$ cat config.mk
export PLATFORM = sky130hd
export DESIGN_NAME = majority_allele_iupac_call_flat
export DESIGN_NICKNAME = d
export VERILOG_FILES = /design/src/rtl/core/maic_pkg.sv /design/src/rtl/core/maic_stream_if.sv /design/src/rtl/core/maic_fold.sv /design/src/rtl/core/majority_allele_iupac_call.sv /design/src/flat_wrapper.sv
export SDC_FILE = /design/constraint.sdc
export NUM_CORES = 1
export LEC_CHECK = 0
export BUFFER_PORTS_ARGS = -buffer_cell sky130_fd_sc_hd__buf_2
export CAP_MARGIN = 5
export CORE_UTILIZATION = 45
export DETAILED_ROUTE_END_ITERATION = 10
export HOLD_SLACK_MARGIN = 0.15
export PLACE_DENSITY = 0.72
export SYNTH_ARGS = -nofsm -noshare
export SYNTH_HDL_FRONTEND = slang
export SYNTH_HIERARCHICAL = 1
export SYNTH_SLANG_ARGS = --single-unit
$ cat constraint.sdc
create_clock -name clk -period 4.8 [get_ports clk]
set_clock_uncertainty 0.05 [all_clocks]
set_input_delay 0.96 -clock clk [delete_from_list [all_inputs] [get_ports clk]]
set_output_delay 0.96 -clock clk [all_outputs]
set_load 0.005 [all_outputs]
$ cat src/rtl/core/maic_pkg.sv
// ----------------------------------------------------------------------------
// maic_pkg
// Types, character codes and the IUPAC fold table for the majority allele
// IUPAC caller.
// ----------------------------------------------------------------------------
package maic_pkg;

  localparam int DEPTH_W = 32;
  localparam int MIN_W   = 31;
  localparam int CHAR_W  = 8;
  localparam int TIE_W   = 5;

  localparam logic [CHAR_W-1:0] CHAR_N = 8'h4E;  // 'N'

  typedef logic [CHAR_W-1:0] char_t;

  typedef struct packed {
    logic signed [DEPTH_W-1:0] depth;
    char_t                     base_char;
    logic                      last_allele;
  } in_item_t;

  typedef struct packed {
    char_t            call_char;
    logic             no_call;
    logic [TIE_W-1:0] tied_count;
  } out_item_t;

  typedef struct packed {
    logic signed [DEPTH_W-1:0] best_depth;
    char_t                     running_call;
    logic [TIE_W-1:0]          tie_count;
  } call_state_t;

  typedef struct packed {
    logic       valid;
    logic [1:0] idx;
  } nuc_t;

  // rows/cols: A C G T
  localparam char_t IUPAC_TAB [4][4] = '{
    '{8'h41, 8'h4D, 8'h52, 8'h57},  // A M R W
    '{8'h4D, 8'h43, 8'h53, 8'h59},  // M C S Y
    '{8'h52, 8'h53, 8'h47, 8'h4B},  // R S G K
    '{8'h57, 8'h59, 8'h4B, 8'h54}   // W Y K T
  };

  function automatic nuc_t nuc_index(input char_t c);
    nuc_t n;
    n.valid = 1'b1;
    n.idx   = 2'd0;
    case (c)
      8'h41, 8'h61: n.idx = 2'd0;
      8'h43, 8'h63: n.idx = 2'd1;
      8'h47, 8'h67: n.idx = 2'd2;
      8'h54, 8'h74: n.idx = 2'd3;
      default:      n.valid = 1'b0;
    endcase
    return n;
  endfunction

  function automatic char_t fold_iupac(input char_t x, input char_t y);
    nuc_t i;
    nuc_t j;
    i = nuc_index(x);
    j = nuc_index(y);
    if (i.valid && j.valid) begin
      return IUPAC_TAB[i.idx][j.idx];
    end
    return CHAR_N;
  endfunction

endpackage

$ cat src/rtl/core/maic_stream_if.sv
// ----------------------------------------------------------------------------
// maic_stream_if
// Valid/ready request channel carrying one payload of type T.
// ----------------------------------------------------------------------------
interface maic_stream_if #(
  parameter type T = logic
);
  logic valid;
  logic ready;
  T     data;

  modport source (output valid, output data, input ready);
  modport sink   (input valid, input data, output ready);
endinterface

$ cat src/rtl/core/maic_fold.sv
// ----------------------------------------------------------------------------
// maic_fold
// Per-allele update: depth compare against the running best, restart or
// IUPAC fold of the call, saturating tie count, and the position result.
// ----------------------------------------------------------------------------
module maic_fold #(
  parameter int MAX_ALLELES = 16
) (
  input  maic_pkg::call_state_t         cur,
  input  logic [maic_pkg::MIN_W-1:0]    min_depth,
  input  maic_pkg::in_item_t            item,
  output maic_pkg::call_state_t         nxt,
  output maic_pkg::out_item_t           result
);
  import maic_pkg::*;

  localparam int CAP_INT = (MAX_ALLELES < 31) ? MAX_ALLELES : 31;
  localparam logic [TIE_W-1:0] TIE_CAP = TIE_W'(CAP_INT);

  logic signed [DEPTH_W-1:0] best_eff;
  logic                      empty;
  logic                      gt;
  logic                      eq;

  always_comb begin
    empty    = (cur.tie_count == '0);
    // with nothing called yet the threshold is the live min_depth
    best_eff = empty ? $signed({1'b0, min_depth}) : cur.best_depth;
    gt       = (item.depth > best_eff);
    eq       = (item.depth == best_eff);

    nxt = cur;
    if (gt || (eq && empty)) begin
      nxt.best_depth   = item.depth;
      nxt.running_call = item.base_char;
      nxt.tie_count    = TIE_W'(1);
    end else if (eq) begin
      nxt.running_call = fold_iupac(cur.running_call, item.base_char);
      if (cur.tie_count < TIE_CAP) begin
        nxt.tie_count = cur.tie_count + TIE_W'(1);
      end
    end

    if (nxt.tie_count == '0) begin
      result.call_char  = CHAR_N;
      result.no_call    = 1'b1;
      result.tied_count = '0;
    end else begin
      result.call_char  = nxt.running_call;
      result.no_call    = 1'b0;
      result.tied_count = nxt.tie_count;
    end
  end

endmodule

$ cat src/rtl/core/majority_allele_iupac_call.sv
// ----------------------------------------------------------------------------
// majority_allele_iupac_call
// Majority consensus base call per genome position with IUPAC folding of
// alleles that tie at the top depth.
// ----------------------------------------------------------------------------
//  channel  | dir | payload                          | handshake
//  in_if    | in  | depth, base_char, last_allele    | valid/ready
//  out_if   | out | call_char, no_call, tied_count   | valid/ready
//  cfg_*    | in  | min_depth (31 b)                 | write enable only
//
//  One allele per cycle unless a last allele waits on a stalled result;
//  a taken last allele passes the input register, then the result register.
//  The combinational compare and table fold bound the rate.
//  Reset clears the call state and sets min_depth to 1.
//  A stalled result holds only alleles marked last; others keep flowing.
// ----------------------------------------------------------------------------
module majority_allele_iupac_call #(
  parameter int MAX_ALLELES = 16
) (
  input  logic                       clk,
  input  logic                       rst_n,
  maic_stream_if.sink                in_if,
  maic_stream_if.source              out_if,
  input  logic                       cfg_we,
  input  logic [maic_pkg::MIN_W-1:0] cfg_wdata
);
  import maic_pkg::*;

  logic [MIN_W-1:0] min_depth_r;
  logic             s1_valid_r;
  in_item_t         s1_item_r;
  call_state_t      state_r;
  call_state_t      state_nxt;
  out_item_t        result;
  logic             out_valid_r;
  out_item_t        out_data_r;
  logic             s1_adv;

  maic_fold #(.MAX_ALLELES(MAX_ALLELES)) u_fold (
    .cur       (state_r),
    .min_depth (min_depth_r),
    .item      (s1_item_r),
    .nxt       (state_nxt),
    .result    (result)
  );

  assign s1_adv = s1_valid_r &&
                  (!s1_item_r.last_allele || !out_valid_r || out_if.ready);
  assign in_if.ready  = !s1_valid_r || s1_adv;
  assign out_if.valid = out_valid_r;
  assign out_if.data  = out_data_r;

  always_ff @(posedge clk) begin
    if (!rst_n) begin
      min_depth_r <= MIN_W'(1);
    end else if (cfg_we) begin
      min_depth_r <= cfg_wdata;
    end
  end

  always_ff @(posedge clk) begin
    if (!rst_n) begin
      s1_valid_r <= 1'b0;
    end else if (in_if.ready) begin
      s1_valid_r <= in_if.valid;
    end
  end

  always_ff @(posedge clk) begin
    if (in_if.ready && in_if.valid) begin
      s1_item_r <= in_if.data;
    end
  end

  always_ff @(posedge clk) begin
    if (!rst_n) begin
      state_r.best_depth   <= '0;
      state_r.running_call <= CHAR_N;
      state_r.tie_count    <= '0;
    end else if (s1_adv) begin
      state_r.best_depth   <= state_nxt.best_depth;
      state_r.running_call <= state_nxt.running_call;
      state_r.tie_count    <= s1_item_r.last_allele ? '0 : state_nxt.tie_count;
    end
  end

  always_ff @(posedge clk) begin
    if (!rst_n) begin
      out_valid_r <= 1'b0;
    end else if (s1_adv && s1_item_r.last_allele) begin
      out_valid_r <= 1'b1;
    end else if (out_if.ready) begin
      out_valid_r <= 1'b0;
    end
  end

  always_ff @(posedge clk) begin
    if (s1_adv && s1_item_r.last_allele) begin
      out_data_r <= result;
    end
  end

endmodule

$ cat src/flat_wrapper.sv
// flat-port wrapper written by rule: the top's interface ports become plain ports
module majority_allele_iupac_call_flat import maic_pkg::*;
#(
  parameter int MAX_ALLELES = 16
)
  (clk, rst_n, cfg_we, cfg_wdata, in_if_valid, in_if_data, in_if_ready, out_if_valid, out_if_data, out_if_ready);
  maic_stream_if in_if_i ();
  maic_stream_if out_if_i ();
  input  logic clk;
  input  logic rst_n;
  input  logic cfg_we;
  input  logic [maic_pkg::MIN_W-1:0] cfg_wdata;
  input wire logic [$bits(in_if_i.valid)-1:0] in_if_valid;
  input wire logic [$bits(in_if_i.data)-1:0] in_if_data;
  output wire logic [$bits(in_if_i.ready)-1:0] in_if_ready;
  output wire logic [$bits(out_if_i.valid)-1:0] out_if_valid;
  output wire logic [$bits(out_if_i.data)-1:0] out_if_data;
  input wire logic [$bits(out_if_i.ready)-1:0] out_if_ready;
  assign in_if_i.valid = in_if_valid;
  assign in_if_i.data = in_if_data;
  assign in_if_ready = in_if_i.ready;
  assign out_if_valid = out_if_i.valid;
  assign out_if_data = out_if_i.data;
  assign out_if_i.ready = out_if_ready;
  majority_allele_iupac_call #(.MAX_ALLELES(MAX_ALLELES)) u_core (.clk(clk), .rst_n(rst_n), .in_if(in_if_i), .out_if(out_if_i), .cfg_we(cfg_we), .cfg_wdata(cfg_wdata));
endmodule
; Word level (Yosys, flattened, before mapping)
; Cells that the tools add are included.
[op_classes]
multipliers = 0
order_cmp = 4
n_div = 0
n_addsub = 1
shift = 0
eq_ne = 8
n_mux = 28
bitwise_logic = 2
reduce_logical = 22
[op_table]
columns = cell, n
row1 = $bmux 32 s2, 1
row2 = $eq 8x7->1 const B, 8
row3 = $mux 32, 2
row4 = $logic_not 32->1, 1
row5 = $mux 8, 4
row6 = $gt 1x31->1 const A, 1
row7 = $mux 31, 1
row8 = $mux 13, 2
row9 = $bmux 8 s2, 1
row10 = $logic_not 5->1, 2
row11 = $mux 1, 10
row12 = $mux 5, 2
row13 = $mux 2, 4
row14 = $reduce_or 8->1, 1
row15 = $ge 3x3->1 const B, 2
row16 = $not 2->3, 2
row17 = $pmux 2 s3, 1
row18 = $reduce_or 2->1, 3
row19 = $add 5x1->5 const B, 1
row20 = $logic_and 1x1->1, 5
row21 = $lt 5x5->1 const B, 1
row22 = $logic_or 1x1->1, 4
row23 = $reduce_bool 2->1, 2
row24 = $logic_not 1->1, 3
row25 = $reduce_and 2->1, 1
[totals]
regBits = 48
wordCells = 72
latchBits = 0
rom_bits = 0
memories = 0
mem_bits_rw = 0
input_bits = 37

; Depth between registers and ports, before layout
[depth]
word_depth = 18
ltp_mapped = 17

; Cells and area by module
; The synthesis kept the hierarchy.
[modules_own_cells]
columns = module, area_each_um2, cells_each, instances
row1 = majority_allele_iupac_call, 3160.5, 310, 1
row2 = maic_fold, 2389.8, 291, 1

; Worst setup path before layout
; Ideal clock, no wire load.
[synth_path]
path_type = reg-to-reg
startpoint = register u_core/state_r[0] (netlist name)
endpoint = register u_core/state_r[4] (netlist name)
n_path_buf = 4
path_slack_ns = 0.660
setup_time_ns = 0.075
arrival_ns = 4.016
path_stages_with_launch = 18
synth_period_minus_slack_ns = 4.140
required_ns = 4.675
path_cell_list = dfxtp_1 inv_1 ha_1 nor4b_1 clkbuf_1 mux2i_1 ha_1 and4_1 nor4b_1 and3_1 buf_4 or4b_4 o221ai_4 buf_6 buf_4 o21a_1 nand2_1 o22ai_1
[synth_rtl]
columns = item, line_no
row1 = from (decl), majority_allele_iupac_call.sv:32  ; call_state_t state_r;

==> metrics.txt <==
status complete, no violations; Critical R2R Launch u_core/state_r[0]$_SDFFE_PN0P_; clock sink total 72; Mapped Cells 466; Final Hold Fails 0; Worst R2R Path Depth 15; ANT nets after route 0; CTS H-tree depth 3; CP Cell Sequence inv_1 -> ha_1 -> nor4b_2 -> buf_4 -> mux2i_1 -> ha_1 -> nand4_1 -> nor4_4 -> and3_1 -> or4b_4 -> o221ai_4 -> buf_4 -> mux2_2 -> nand2_1 -> mux2i_1; Synth Cell Area about 4500 um^2; global route total overflow 0; MaxCap Viol Count 0; Detailed Route WL 8340 um; Root Buffer clkbuf_8; hold endpoint u_core/state_r[16]$_SDFFE_PN0P_; Tightest Pin Transition 1.09 ns; CTS Hold Buffers Added 0; final non-filler cell total 687; TNS Setup 0 ns; Total Nets Final 621; Worst Setup Start Kind register; worst hold path cell count 2; PwrDens approximately 280 nW/um^2; critical path's slowest cell or4b_4; reg-to-reg critical path endpoint u_core/state_r[36]$_SDFFE_PN0P_; commonest non-fill, non-tap cell in the layout mux2i_1; WP buf/inv 3; Crit. End Element register; Crit Path Max Fanout 22; WP depth 15; Arr. time, crit path between 3 and 4 ns; Setup CP Type reg2reg; DP HPWL 5990 um; placed cell count between 600 and 700; Chip Height around 100 um; Final period util 0.785; CTS tree built; Total GRT Usage 0.180; Largest delay share family, worst path simple AND/OR/NAND/NOR gates; crit-path max cell delay 0.54 ns; pins over their slew limit 0; endpoints failing setup 0; Ports 40; DR pass1 iterations 4; IO buf count 39; RePlAce Congestion 0.796; Hold Path Class reg2reg; initial antenna violation count 0; relative slew slack 0.270; post-CTS sizing 0; Via density around 4.9; Synth Area per Inst 9.64 um^2; Longest Clk Path Bufs 2; drt wl/cell 12.1 um; cts bufs inserted 9; Clk pin slew, worst setup/hold paths 0.07 ns; register-to-register setup slack 1.03 ns; row cnt 36; share of layout cells above drive strength 1 0.179; post-CTS setup buffer count 0; Power Total 1.41 mW; via count 3,350; n_diodes 0; Leakage about 2.4 nW; total die area about 10,000 um^2; Initial DRC Count 77; initial cell density of the core 0.462; largest net degree at the start of global routing between 60 and 70; most frequent cells in the layout 93 x mux2i_1, 92 x nand2_1, 70 x dfxtp_1, 63 x conb_1, 39 x buf_2; fillers ~930; Die Width 102 um; fmax between 0.2 and 0.3 GHz; VDD IR-drop max between 0.00015 and 0.0002 V; vias in the first global route ~3,400; worst hold slack between 0.4 and 0.5 ns; first-pass GRT wire length approximately 15,000 um; DRC violations left 0; area of the core 9730 um^2; worst skew pair latency 0.35 ns; Critical Path RT 5.02 ns; Synth warnings 6; Worst Hold Launch u_core/state_r[16]$_SDFFE_PN0P_; Area Overhead vs Synth 13.7%; final critical-path required period 3.77 ns; setup repair after global routing missed its margin false
-- per-layer routing --
layer | vias to the layer above | share of wire | global-route usage | wire length, um
li1 | 1720 | - | - | -
met4 | 0 | 0.013 | 0.0560 | 112
met3 | 10 | 0.027 | 0.0472 | 223
met1 | 1581 | 0.45 | 0.198 | 3780
met2 | 39 | 0.51 | 0.338 | 4220
met5 | - | 0 | 0 | 0
-- worst max-delay path by stage --
stage                                         startpoint                         endpoint  slack (ns)
after CTS                 u_core/state_r[0]$_SDFFE_PN0P_  u_core/state_r[36]$_SDFFE_PN0P_        1.01
after detailed placement  u_core/state_r[0]$_SDFFE_PN0P_  u_core/state_r[36]$_SDFFE_PN0P_        1.02
after global routing      u_core/state_r[0]$_SDFFE_PN0P_  u_core/state_r[36]$_SDFFE_PN0P_        0.72
final                     u_core/state_r[0]$_SDFFE_PN0P_  u_core/state_r[36]$_SDFFE_PN0P_        1.03
after floorplan           u_core/state_r[0]$_SDFFE_PN0P_   u_core/state_r[4]$_SDFFE_PN0P_        0.83
after global placement    u_core/state_r[0]$_SDFFE_PN0P_  u_core/state_r[32]$_SDFFE_PN0P_        1.22
-- per-stage QoR --
stage | util | cell area, um^2 | setup slack, ns
after global routing | 0.525 | 5110 | 0.718
after detailed placement | 0.504 | 4900 | 1.02
final | 0.525 | 5110 | 1.03
after global placement | 0.504 | 4900 | 1.22
after CTS | 0.525 | 5110 | 1.01
after floorplan | - | 4720 | 0.832
-- registers in the layout, summed over array words and instances (netlist names) --
register	count
u_core/min_depth_r	31
u_core/s1_item_r	1
u_core/out_if.data	1
u_core/s1_valid_r	1
u_core/out_if.valid	1
u_core/state_r	37
-- area by class of cell --
type                       count  area [um^2]  area share
clock buffer                  13          169      0.0331
clock inverter                 2         36.3     0.00711
inverter                       3         11.3     0.00221
multi-input combinational    419         3020       0.592
sequential                    72         1460       0.286
tap                          133          166      0.0326
timing repair buffer          45          240      0.0470
-- tightest hold or removal path, stage by stage (launching register included) --
cell and delay [ns]:
dfxtp_1 0.32, nand2_1 0.06, mux2i_1 0.05
-- where the power goes --
group | internal, mW | switching [mW] | leakage (nW) | total [mW]
logic | 0.129 | 0.131 | 1.69 | 0.259
clock network | 0.281 | 0.221 | 0.106 | 0.502
registers | 0.631 | 0.0203 | 0.592 | 0.651
Power figures use the tool's default switching activity.
